==> src/design/bsut_pkg.sv <==
package bsut_pkg;

  localparam int          PERIOD_W     = 16;
  localparam int          TIMER_W      = 17;
  localparam int          CNT_W        = 4;
  localparam int          BYTE_W       = 8;
  localparam int          DATA_BITS_DEF = 8;
  localparam logic [PERIOD_W-1:0] PERIOD_MIN   = 16'd4;
  localparam logic [PERIOD_W-1:0] PERIOD_RESET = 16'd1664;

  typedef enum logic [3:0] {
    TX_IDLE  = 4'b0001,
    TX_START = 4'b0010,
    TX_DATA  = 4'b0100,
    TX_STOP  = 4'b1000
  } tx_state_t;

  typedef enum logic [3:0] {
    RX_IDLE     = 4'b0001,
    RX_START    = 4'b0010,
    RX_DATA     = 4'b0100,
    RX_STOPWAIT = 4'b1000
  } rx_state_t;

  typedef struct packed {
    logic              tx_line;
    logic              tx_busy;
    logic              rx_valid;
    logic [BYTE_W-1:0] rx_byte;
  } res_t;

endpackage

==> src/design/bit_serial_uart_transceiver.sv <==
// A tick request's result is registered in the output register, or in the skid stage
// if that is held. Throughput: one tick request per cycle unless stalled; each request
// advances transmitter and receiver by exactly one bit-clock tick, all in one pass of logic.
// Reset (rst_n, synchronous, active low): both state machines idle, timers and counts zero,
// bit period 1664, output register and skid stage empty.
module bit_serial_uart_transceiver
  import bsut_pkg::*;
#(
  parameter int DATA_BITS = DATA_BITS_DEF
) (
  input  logic                clk,
  input  logic                rst_n,
  // configuration
  input  logic                cfg_wr_en,
  input  logic [PERIOD_W-1:0] cfg_wr_data,
  // tick requests
  input  logic                in_valid,
  output logic                in_stall,
  input  logic                in_rx_line,
  input  logic                in_tx_valid,
  input  logic [BYTE_W-1:0]   in_tx_byte,
  // results
  output logic                out_valid,
  input  logic                out_stall,
  output logic                out_tx_line,
  output logic                out_tx_busy,
  output logic                out_rx_valid,
  output logic [BYTE_W-1:0]   out_rx_byte
);

  localparam logic [CNT_W-1:0] NBITS = CNT_W'(DATA_BITS);

  // Bit period register
  logic [PERIOD_W-1:0] bit_period_r;
  logic [PERIOD_W-1:0] period;
  logic [TIMER_W-1:0]  period_x;
  logic [TIMER_W-1:0]  start_thr;

  // Transmitter state
  tx_state_t           tx_phase_r, tx_phase_nxt;
  logic [BYTE_W-1:0]   tx_shift_r, tx_shift_nxt;
  logic [CNT_W-1:0]    tx_cnt_r, tx_cnt_nxt;
  logic [TIMER_W-1:0]  tx_timer_r, tx_timer_nxt;

  // Receiver state
  rx_state_t           rx_phase_r, rx_phase_nxt;
  logic [BYTE_W-1:0]   rx_shift_r, rx_shift_nxt;
  logic [CNT_W-1:0]    rx_cnt_r, rx_cnt_nxt;
  logic [TIMER_W-1:0]  rx_timer_r, rx_timer_nxt;
  logic [TIMER_W-1:0]  rx_timer_inc;
  logic                rx_do_sample;
  logic                rx_got;

  // Output register and skid stage
  res_t                res_nxt;
  res_t                out_r, skid_r;
  logic                out_valid_r, skid_valid_r;
  logic                in_acc, out_acc;

  assign in_acc  = in_valid && !in_stall;
  assign out_acc = out_valid_r && !out_stall;
  // Stall only once the skid stage is occupied, so requests keep flowing while
  // a single result waits downstream.
  assign in_stall = skid_valid_r;

  // Periods below the minimum act as the minimum.
  assign period    = (bit_period_r < PERIOD_MIN) ? PERIOD_MIN : bit_period_r;
  assign period_x  = TIMER_W'(period);
  // First data sample lands mid-bit: one and a half periods after the start edge.
  assign start_thr = period_x + (period_x >> 1);

  // Transmitter: advance bit timing first, then take a new byte if now idle.
  always_comb begin
    tx_phase_nxt = tx_phase_r;
    tx_shift_nxt = tx_shift_r;
    tx_cnt_nxt   = tx_cnt_r;
    tx_timer_nxt = tx_timer_r;
    if (tx_phase_r != TX_IDLE) begin
      tx_timer_nxt = tx_timer_r + TIMER_W'(1);
      if (tx_timer_nxt >= period_x) begin
        tx_timer_nxt = '0;
        case (tx_phase_r)
          TX_START: begin
            tx_phase_nxt = TX_DATA;
            tx_cnt_nxt   = '0;
          end
          TX_DATA: begin
            tx_cnt_nxt = tx_cnt_r + CNT_W'(1);
            if (tx_cnt_nxt >= NBITS) tx_phase_nxt = TX_STOP;
          end
          default: begin
            tx_phase_nxt = TX_IDLE;
          end
        endcase
      end
    end
    // A request that finds the transmitter busy is dropped.
    if (tx_phase_nxt == TX_IDLE && in_tx_valid) begin
      tx_shift_nxt = in_tx_byte;
      tx_phase_nxt = TX_START;
      tx_cnt_nxt   = '0;
      tx_timer_nxt = '0;
    end
  end

  // Receiver: any low while idle starts a frame; sample at mid-bit; wait for high stop.
  always_comb begin
    rx_phase_nxt = rx_phase_r;
    rx_shift_nxt = rx_shift_r;
    rx_cnt_nxt   = rx_cnt_r;
    rx_timer_nxt = rx_timer_r;
    rx_got       = 1'b0;
    rx_timer_inc = rx_timer_r + TIMER_W'(1);
    rx_do_sample = 1'b0;
    case (rx_phase_r)
      RX_IDLE: begin
        if (!in_rx_line) begin
          rx_phase_nxt = RX_START;
          rx_shift_nxt = '0;
          rx_cnt_nxt   = '0;
          rx_timer_nxt = '0;
        end
      end
      RX_START: begin
        rx_timer_nxt = rx_timer_inc;
        rx_do_sample = (rx_timer_inc >= start_thr);
      end
      RX_DATA: begin
        rx_timer_nxt = rx_timer_inc;
        rx_do_sample = (rx_timer_inc >= period_x);
      end
      default: begin
        if (in_rx_line) begin
          rx_phase_nxt = RX_IDLE;
          rx_timer_nxt = '0;
          rx_got       = 1'b1;
        end
      end
    endcase
    if (rx_do_sample) begin
      // A ninth data bit is counted but not stored.
      if (!rx_cnt_r[CNT_W-1] && in_rx_line) rx_shift_nxt[rx_cnt_r[CNT_W-2:0]] = 1'b1;
      rx_cnt_nxt   = rx_cnt_r + CNT_W'(1);
      rx_timer_nxt = '0;
      rx_phase_nxt = (rx_cnt_nxt >= NBITS) ? RX_STOPWAIT : RX_DATA;
    end
  end

  // Result fields come from the state after this tick's update.
  always_comb begin
    case (tx_phase_nxt)
      TX_START: res_nxt.tx_line = 1'b0;
      TX_DATA:  res_nxt.tx_line = tx_cnt_nxt[CNT_W-1] ? 1'b0
                                  : tx_shift_nxt[tx_cnt_nxt[CNT_W-2:0]];
      default:  res_nxt.tx_line = 1'b1;
    endcase
    res_nxt.tx_busy  = (tx_phase_nxt != TX_IDLE);
    res_nxt.rx_valid = rx_got;
    res_nxt.rx_byte  = rx_got ? rx_shift_nxt : '0;
  end

  // Machine state advances only on an accepted tick request; cfg_wr_en loads the bit period.
  always_ff @(posedge clk) begin
    if (!rst_n) begin
      bit_period_r <= PERIOD_RESET;
      tx_phase_r   <= TX_IDLE;
      tx_shift_r   <= '0;
      tx_cnt_r     <= '0;
      tx_timer_r   <= '0;
      rx_phase_r   <= RX_IDLE;
      rx_shift_r   <= '0;
      rx_cnt_r     <= '0;
      rx_timer_r   <= '0;
    end else begin
      if (cfg_wr_en) bit_period_r <= cfg_wr_data;
      if (in_acc) begin
        tx_phase_r <= tx_phase_nxt;
        tx_shift_r <= tx_shift_nxt;
        tx_cnt_r   <= tx_cnt_nxt;
        tx_timer_r <= tx_timer_nxt;
        rx_phase_r <= rx_phase_nxt;
        rx_shift_r <= rx_shift_nxt;
        rx_cnt_r   <= rx_cnt_nxt;
        rx_timer_r <= rx_timer_nxt;
      end
    end
  end

  // Output register with a skid stage behind it; results leave in order.
  always_ff @(posedge clk) begin
    if (!rst_n) begin
      out_valid_r  <= 1'b0;
      skid_valid_r <= 1'b0;
    end else begin
      if (!out_valid_r || out_acc) begin
        if (skid_valid_r) begin
          out_valid_r  <= 1'b1;
          skid_valid_r <= 1'b0;
        end else begin
          out_valid_r <= in_acc;
        end
      end else if (in_acc) begin
        skid_valid_r <= 1'b1;
      end
    end
  end

  always_ff @(posedge clk) begin
    if (!out_valid_r || out_acc) begin
      if (skid_valid_r) out_r <= skid_r;
      else if (in_acc)  out_r <= res_nxt;
    end else if (in_acc) begin
      skid_r <= res_nxt;
    end
  end

  assign out_valid    = out_valid_r;
  assign out_tx_line  = out_r.tx_line;
  assign out_tx_busy  = out_r.tx_busy;
  assign out_rx_valid = out_r.rx_valid;
  assign out_rx_byte  = out_r.rx_byte;

  // A result in the skid stage always has an older one ahead of it.
  a_skid_behind_out: assert property (@(posedge clk) disable iff (!rst_n)
    skid_valid_r |-> out_valid_r)
    else $error("skid stage holds a result while the output register is empty");

  // Transmit bit count never runs past the frame length.
  a_tx_cnt_range: assert property (@(posedge clk) disable iff (!rst_n)
    tx_cnt_r <= NBITS)
    else $error("transmit bit count beyond frame length");

  // An idle transmitter has a cleared timer.
  a_tx_idle_timer: assert property (@(posedge clk) disable iff (!rst_n)
    (tx_phase_r == TX_IDLE) |-> (tx_timer_r == '0))
    else $error("transmit timer not cleared while idle");

  // A reported byte returns the receiver to idle with a cleared timer.
  a_rx_report_idle: assert property (@(posedge clk) disable iff (!rst_n)
    (in_acc && rx_got) |=> (rx_phase_r == RX_IDLE && rx_timer_r == '0))
    else $error("receiver did not return to idle after reporting a byte");

endmodule
==> config.mk <==
export PLATFORM = sky130hd
export DESIGN_NAME = bit_serial_uart_transceiver
export DESIGN_NICKNAME = d
export VERILOG_FILES = /design/src/design/bsut_pkg.sv /design/src/design/bit_serial_uart_transceiver.sv
export SDC_FILE = /design/constraint.sdc
export NUM_CORES = 1
export LEC_CHECK = 0
export ABC_CLOCK_PERIOD_IN_PS = 10650
export BUFFER_PORTS_ARGS = -buffer_cell sky130_fd_sc_hd__buf_2
export CAP_MARGIN = 0
export CORE_AREA = 10 10 135 137
export DETAILED_ROUTE_END_ITERATION = 8
export DIE_AREA = 0 0 145 147
export GPL_ROUTABILITY_DRIVEN = 0
export PLACE_DENSITY = 0.64
export SLEW_MARGIN = 0
export SYNTH_ARGS = -nofsm -noshare
export SYNTH_HDL_FRONTEND = slang
export SYNTH_SLANG_ARGS = --single-unit
==> constraint.sdc <==
create_clock -name clk -period 10.65 [get_ports clk]
set_clock_uncertainty 0.15 [all_clocks]
set_input_delay 2.13 -clock clk [delete_from_list [all_inputs] [get_ports clk]]
set_output_delay 2.13 -clock clk [all_outputs]
set_load 0.005 [all_outputs]
Word-level counts from Yosys, hierarchy flattened --
Index checks and enable logic that the tools add are counted.
Word-level totals: output and inout port bits 13, input port bits 31, bits in registers 106, word-level logic and storage cells 116
Cells by class: multiplexer cells 43, add/subtract/negate cells 5, equality and inequality tests 13, reduce and logical (&&, ||, !) cells 24, $lt $le $gt $ge 9, bitwise operators 3
Operators by type and width (number):
- 17-bit two-way mux | 6
- 4-bit two-way mux | 14
- 8-bit two-way mux | 6
- 17-bit by 1-bit adder with 17-bit output, second input constant | 2
- 17-bit by 16-bit >= comparator with 1-bit output | 2
- 17-bit one-hot mux with 2 select lines | 1
- 4-bit one-hot mux with 2 select lines | 3
- 11-bit two-way mux | 2
- 16-bit by 15-bit adder with 17-bit output | 1
- 17-bit >= comparator | 1
- 16-bit by 3-bit less-than comparator with 1-bit output, second input constant | 1
- 16-bit two-way mux | 1
- 4-bit by 2-bit equality test with 1-bit output, second input constant | 3
- 4-bit by 3-bit equality test with 1-bit output, second input constant | 3
- 4-bit by 1-bit adder with 4-bit output, second input constant | 2
- 4-bit by 1-bit equality test with 1-bit output, second input constant | 2
- 4-bit >= comparator, second input constant | 2
- 3-bit by 4-bit less-than comparator with 1-bit output, second input constant | 2
- 4-bit by 1-bit inequality test with 1-bit output, second input constant | 2
- 8-bit bitwise OR | 1
- 1-bit two-way mux | 6
- 2-bit AND reduction | 3
- 3-bit AND reduction | 2
- 2-bit nonzero test | 3
- other kinds (15) | 26

Logic depth before layout (Yosys ltp) --
depth after elaboration 15, depth in mapped cells 31, mapped depth without buffers 30

Least setup slack after synthesis --
Ideal clock, no wire load.
path type reg2reg, start point reg bit_period_r[14], end point reg rx_shift_r[0], period minus slack after synthesis 5.431 ns, cell stages (with the launch flop) 28, path buffers 1, library setup time 0.070 ns, arrival 5.211 ns, slack 5.219 ns, required time 10.430 ns, cells stage by stage dfxtp_1 inv_1 ha_1 nand4_1 nor4_1 nand4_1 nand2_1 inv_1 ha_1 a21o_1 a21o_1 a21oi_1 o21ai_0 a41oi_1 a211oi_1 o21a_1 o21a_1 or2_2 ha_1 o2111ai_1 or3_1 o21ai_1 a31oi_1 o22ai_1 and3b_1 clkbuf_1 or3b_1 o21ai_1
On the way: word-level cells in the longest chain between the ends 6, elaborated cells on any way between the ends 7, classes of those cells add/sub: 1; order compare: 3; mux: 3
Ends and longest elaborated chain:
- from (decl) | RTL line bit_serial_uart_transceiver.sv:34 | logic [PERIOD_W-1:0] bit_period_r;
- from (signal assigned) | RTL line bit_serial_uart_transceiver.sv:175 | if (cfg_wr_en) bit_period_r <= cfg_wr_data;
- 16-bit by 3-bit less-than comparator with 1-bit output | RTL line bit_serial_uart_transceiver.sv:67 | assign period = (bit_period_r < PERIOD_MIN) ? PERIOD_MIN : bit_period_r;
- 16-bit two-way mux * | RTL line bit_serial_uart_transceiver.sv:67
- 16-bit by 15-bit adder with 17-bit output | RTL line bit_serial_uart_transceiver.sv:70 | assign start_thr = period_x + (period_x >> 1);
- 17-bit >= comparator | RTL line bit_serial_uart_transceiver.sv:126 | rx_do_sample = (rx_timer_inc >= start_thr);
- 1-bit one-hot mux with 2 select lines * | RTL line bit_serial_uart_transceiver.sv:115 | case (rx_phase_r)
- 8-bit two-way mux * | RTL line bit_serial_uart_transceiver.sv:140 | if (rx_do_sample) begin
- to (signal assigned) | RTL line bit_serial_uart_transceiver.sv:182 | rx_shift_r <= rx_shift_nxt;
- to (decl) | RTL line bit_serial_uart_transceiver.sv:47 | logic [BYTE_W-1:0] rx_shift_r, rx_shift_nxt;
Mark *: on every way between the ends. The rest lies on a longest branch, timed or not. A chain may end at the register's enable or synchronous reset.

Final worst setup path --
start point reg bit_period_r[14], end point reg rx_timer_r[13]
On the way: word-level cells in the longest chain between the ends 7, elaborated cells on any way between the ends 10, classes of those cells add/sub: 1; order compare: 3; eq/ne: 1; mux: 3; reduce/logical: 2
Ends and longest elaborated chain:
- 16-bit by 3-bit less-than comparator with 1-bit output | RTL line bit_serial_uart_transceiver.sv:67
- 16-bit two-way mux * | RTL line bit_serial_uart_transceiver.sv:67
- 16-bit by 15-bit adder with 17-bit output | RTL line bit_serial_uart_transceiver.sv:70
- 17-bit >= comparator | RTL line bit_serial_uart_transceiver.sv:126
- 1-bit one-hot mux with 2 select lines * | RTL line bit_serial_uart_transceiver.sv:115
- 3-bit inequality test (no line) / 4-bit nonzero test (equally long branches)
- 3-bit AND reduction (no line)
- to (signal assigned) | RTL line bit_serial_uart_transceiver.sv:184 | rx_timer_r <= rx_timer_nxt;
- to (decl) | RTL line bit_serial_uart_transceiver.sv:49 | logic [TIMER_W-1:0] rx_timer_r, rx_timer_nxt;
Marked as above.

==> results.tsv <==
stage	metric	value	unit
grt	globalRouteTotalUtil	0.1507	
outcome	status	finished clean	
sta	fin_setup_tns	0	ns
synthesis	synth_top_family_by_area	simple AND/OR/NAND/NOR gates	
drt	drt_wl_cell	15.60	um
sta	grt_setup_unrepaired	no	
drt	vias_per_cell	5.528	
pwr	clockPowerShare	0.375	
critical_path	cp_data_required_time	10.79	ns
pwr	power.combinational.fraction	0.146	
clock_tree	post_cts_hold_buffer_count	0	
final_layout	area.growth.synth_to_final	9.501	%
synthesis	avgSynthCellArea	8.679	um^2
drt	detailroute.via_count	5688	
critical_path	cp-start-kind	register	
critical_path	critPathMaxStageDelay	0.95	ns
sta	final.setup.worst_slack	4.244	ns
drt	drc_errors	0	
placement	port_buffers	43	
floorplan	die_width	145	um
grt	global_route_wire_length_before_repair	26.81	mm
critical_path	critPathMaxFanout	18	
critical_path	cp_data_arrival_time	6.54	ns
floorplan	core_area	0.01560	mm^2
grt	antenna_found_initial	0	
synthesis	post_synth_xor_area_fraction	0.05351	
sta	report.final.hold_viol_count	0	
final_layout	post_route_cells_drive_above_1_share	0.1021	
sta	setup-violations-final	0	
clock_tree	worstSkewPairLatency	0.36	ns
clock_tree	clkSinkCount	106	
grt	grt_start_max_net_pins	43	
sta	timing.fmax	156.1	MHz
synthesis	synth_seq_area_share	0.3407	
floorplan	die_outline_area	0.02132	mm^2
critical_path	crit_type	reg2reg	
floorplan	fp.dieH	147	um
final_layout	layout.nets	911	
floorplan	initial_utilization	0.4407	
synthesis	synthSimpleGateAreaFrac	0.1920	
pwr	power.density	119.5	mW/mm^2
final_layout	final_cell_mix	dfxtp_1, nand2_1, ha_1	
synthesis	synthAdderAreaFrac	0.1321	
synthesis	synth_compound_gate_area_share	0.1893	
pwr	power_dissipated_by_switching_net_loads	0.2609	mW
grt	first_global_vias	5284	
sta	final_min_period_over_clock_period	0.6015	
synthesis	total_of_warnings_raised_by_yosys	0	
placement	post_place_setup_slack	4.307	ns
clock_tree	ctsRootBufferMaster	clkbuf_16	
sta	finalCriticalPeriod	6.406	ns
final_layout	insertedDiodeCount	0	
clock_tree	clock_path_buffers	2	
final_layout	post-route-cell-area	0.007527	mm^2
critical_path	worst_setup_path_end_kind	register	
grt	gr-total-overflow	0	
clock_tree	tritoncts	built	
sta	tightest_slew	1.132	ns
clock_tree	clkSlewWorstSetupHoldPaths	0.08	ns
sta	worst_hold_slack	0.3058	ns
sta	report.final.slew_viol_count	0	
pwr	share_seq_of_total_power	0.479	
pwr	power.internal	0.6387	mW
placement	dpl-instance-area	0.007228	mm^2
drt	drtPass1Iterations	5	
clock_tree	number_of_buffers_created_by_cts	9	
final_layout	instances_no_fill	1029	
floorplan	num_rows	46	
clock_tree	post_cts.repair.setup_buffers	0	
drt	ant_nets	0	
synthesis	synth_seq_cells	106	
placement	dp.cells	1013	
pwr	static-leakage-power	3.189	nW
synthesis	async_flop_share	0	
drt	drt_first_iter_violations	381	
synthesis	syn_inst	792	
final_layout	final_common_cell	dfxtp_1	
clock_tree	cts-resized-gates	0	
floorplan	floorplan.io_pins	44	
drt	wirelength	16.05	mm
flow_run	max-cap-violations	0	
synthesis	number_of_enable_flip_flop_cells_after_synthesis	22	
clock_tree	clock_tree.htree_level_count	3	
synthesis	synthesis.area	0.006874	mm^2
worst_hold_path	hold_class	reg2reg	
synthesis	ys.flop_type	dfxtp_1	
critical_path	critPathSlowestCell	a211oi_2	
synthesis	post_synth_mux_area_share	0.04914	
pwr	switching_share	0.2900	
synthesis	yosysUniqueCellTypes	66	
sta	slew_headroom	0.2438	
pwr	peakVddDrop	0.07835	mV
synthesis	syn_nets	895	
placement	dp.final_hpwl	12.11	mm
-- state kept, by name, summed over array words and instances (netlist names) --
signal        flops
rx_timer_r       17
tx_timer_r       17
bit_period_r     16
skid_r           11
out_rx_byte       8
rx_shift_r        8
tx_shift_r        8
rx_cnt_r          4
rx_phase_r        4
tx_cnt_r          4
tx_phase_r        4
in_stall          1
out_rx_valid      1
out_tx_busy       1
out_tx_line       1
out_valid         1
-- power groups by stage --
stage	sequential [mW]	combinational [mW]	clock [mW]
after detailed placement	0.440	0.131	0
after CTS	0.431	0.132	0.346
after global routing	0.433	0.148	0.362
after global placement	0.440	0.131	0
after floorplan	0.437	0.0973	0
final	0.431	0.132	0.337
-- cell usage after synthesis (5+ instances only) --
cell type / number / area, um^2
o21ai_1: 14 / 70.07
and3_1: 8 / 50.05
mux2_2: 6 / 67.56
nor3_1: 11 / 55.05
o41ai_1: 6 / 52.55
nor2_1: 58 / 217.7
a32oi_1: 5 / 43.79
nand4_1: 13 / 81.33
a22o_1: 17 / 148.9
nor4_1: 5 / 31.28
buf_1: 5 / 18.77
mux2i_1: 27 / 270.3
nand3_1: 45 / 225.2
xor2_1: 21 / 183.9
o31ai_1: 7 / 52.55
nor2b_1: 9 / 56.30
a211oi_1: 5 / 37.54
o21a_1: 6 / 45.04
nand2_1: 74 / 277.8
inv_1: 36 / 135.1
and2_1: 5 / 31.28
a31oi_1: 6 / 37.54
ha_1: 71 / 888.4
o221ai_1: 6 / 52.55
dfxtp_1: 84 / 1682
a21o_1: 15 / 112.6
nand2b_1: 11 / 68.82
clkbuf_1: 34 / 127.6
xnor2_1: 21 / 183.9
edfxtp_1: 22 / 660.6
o21ai_0: 30 / 150.1
a21oi_1: 46 / 230.2
-- logic make-up (layout without fill, tap and decap cells) --
kind of cell	Yosys count	count (layout)
buf+inv	78	99
simple gates	267	267
flops	106	106
fa+ha+maj	72	72
compound gates	194	194
mux	33	33
xor+xnor	42	42
-- layout make-up --
class	count	area, um^2
clock buffer	9	225.2
multi-input combinational	608	4235
timing repair buffer	47	245.2
sequential	106	2342
clock inverter	7	73.82
inverter	36	135.1
fill	1515	8070
tap	216	270.3
-- stage by stage --
| stage | util | power, mW |
|---|---|---|
| after floorplan | - | 0.5341 |
| after global placement | 0.4634 | 0.5707 |
| after detailed placement | 0.4634 | 0.5712 |
| after CTS | 0.4826 | 0.9086 |
| after global routing | 0.4826 | 0.9429 |
| final | 0.4826 | 0.8997 |
-- critical path: cells and delay by family (launching register included) --
family          cells  cell delay (ns)
simple gates        6             0.89
fa+ha+maj           4             0.82
buf+inv             3             0.25
flops               1             0.35
compound gates     16             3.69
xor+xnor            1             0.17
-- final timing paths --
kind                                 start                          end  slack, ns  cells after the start
min reg2reg     rx_shift_r[0]$_SDFFE_PN0P_   rx_shift_r[0]$_SDFFE_PN0P_       0.31                      2
max reg2reg  bit_period_r[14]$_SDFFE_PN0P_  rx_timer_r[13]$_SDFFE_PN0P_       4.24                     30
min             rx_shift_r[0]$_SDFFE_PN0P_   rx_shift_r[0]$_SDFFE_PN0P_       0.31                      2
max          bit_period_r[14]$_SDFFE_PN0P_  rx_timer_r[13]$_SDFFE_PN0P_       4.24                     30
-- routing by layer --
layer | wire, um | global-route usage
met1 | 8237 | 0.2099
met2 | 6901 | 0.2266
met3 | 653 | 0.02918
met4 | 260 | 0.05312
met5 | 0 | 0
Note: power is estimated with default switching activity, not from simulation.
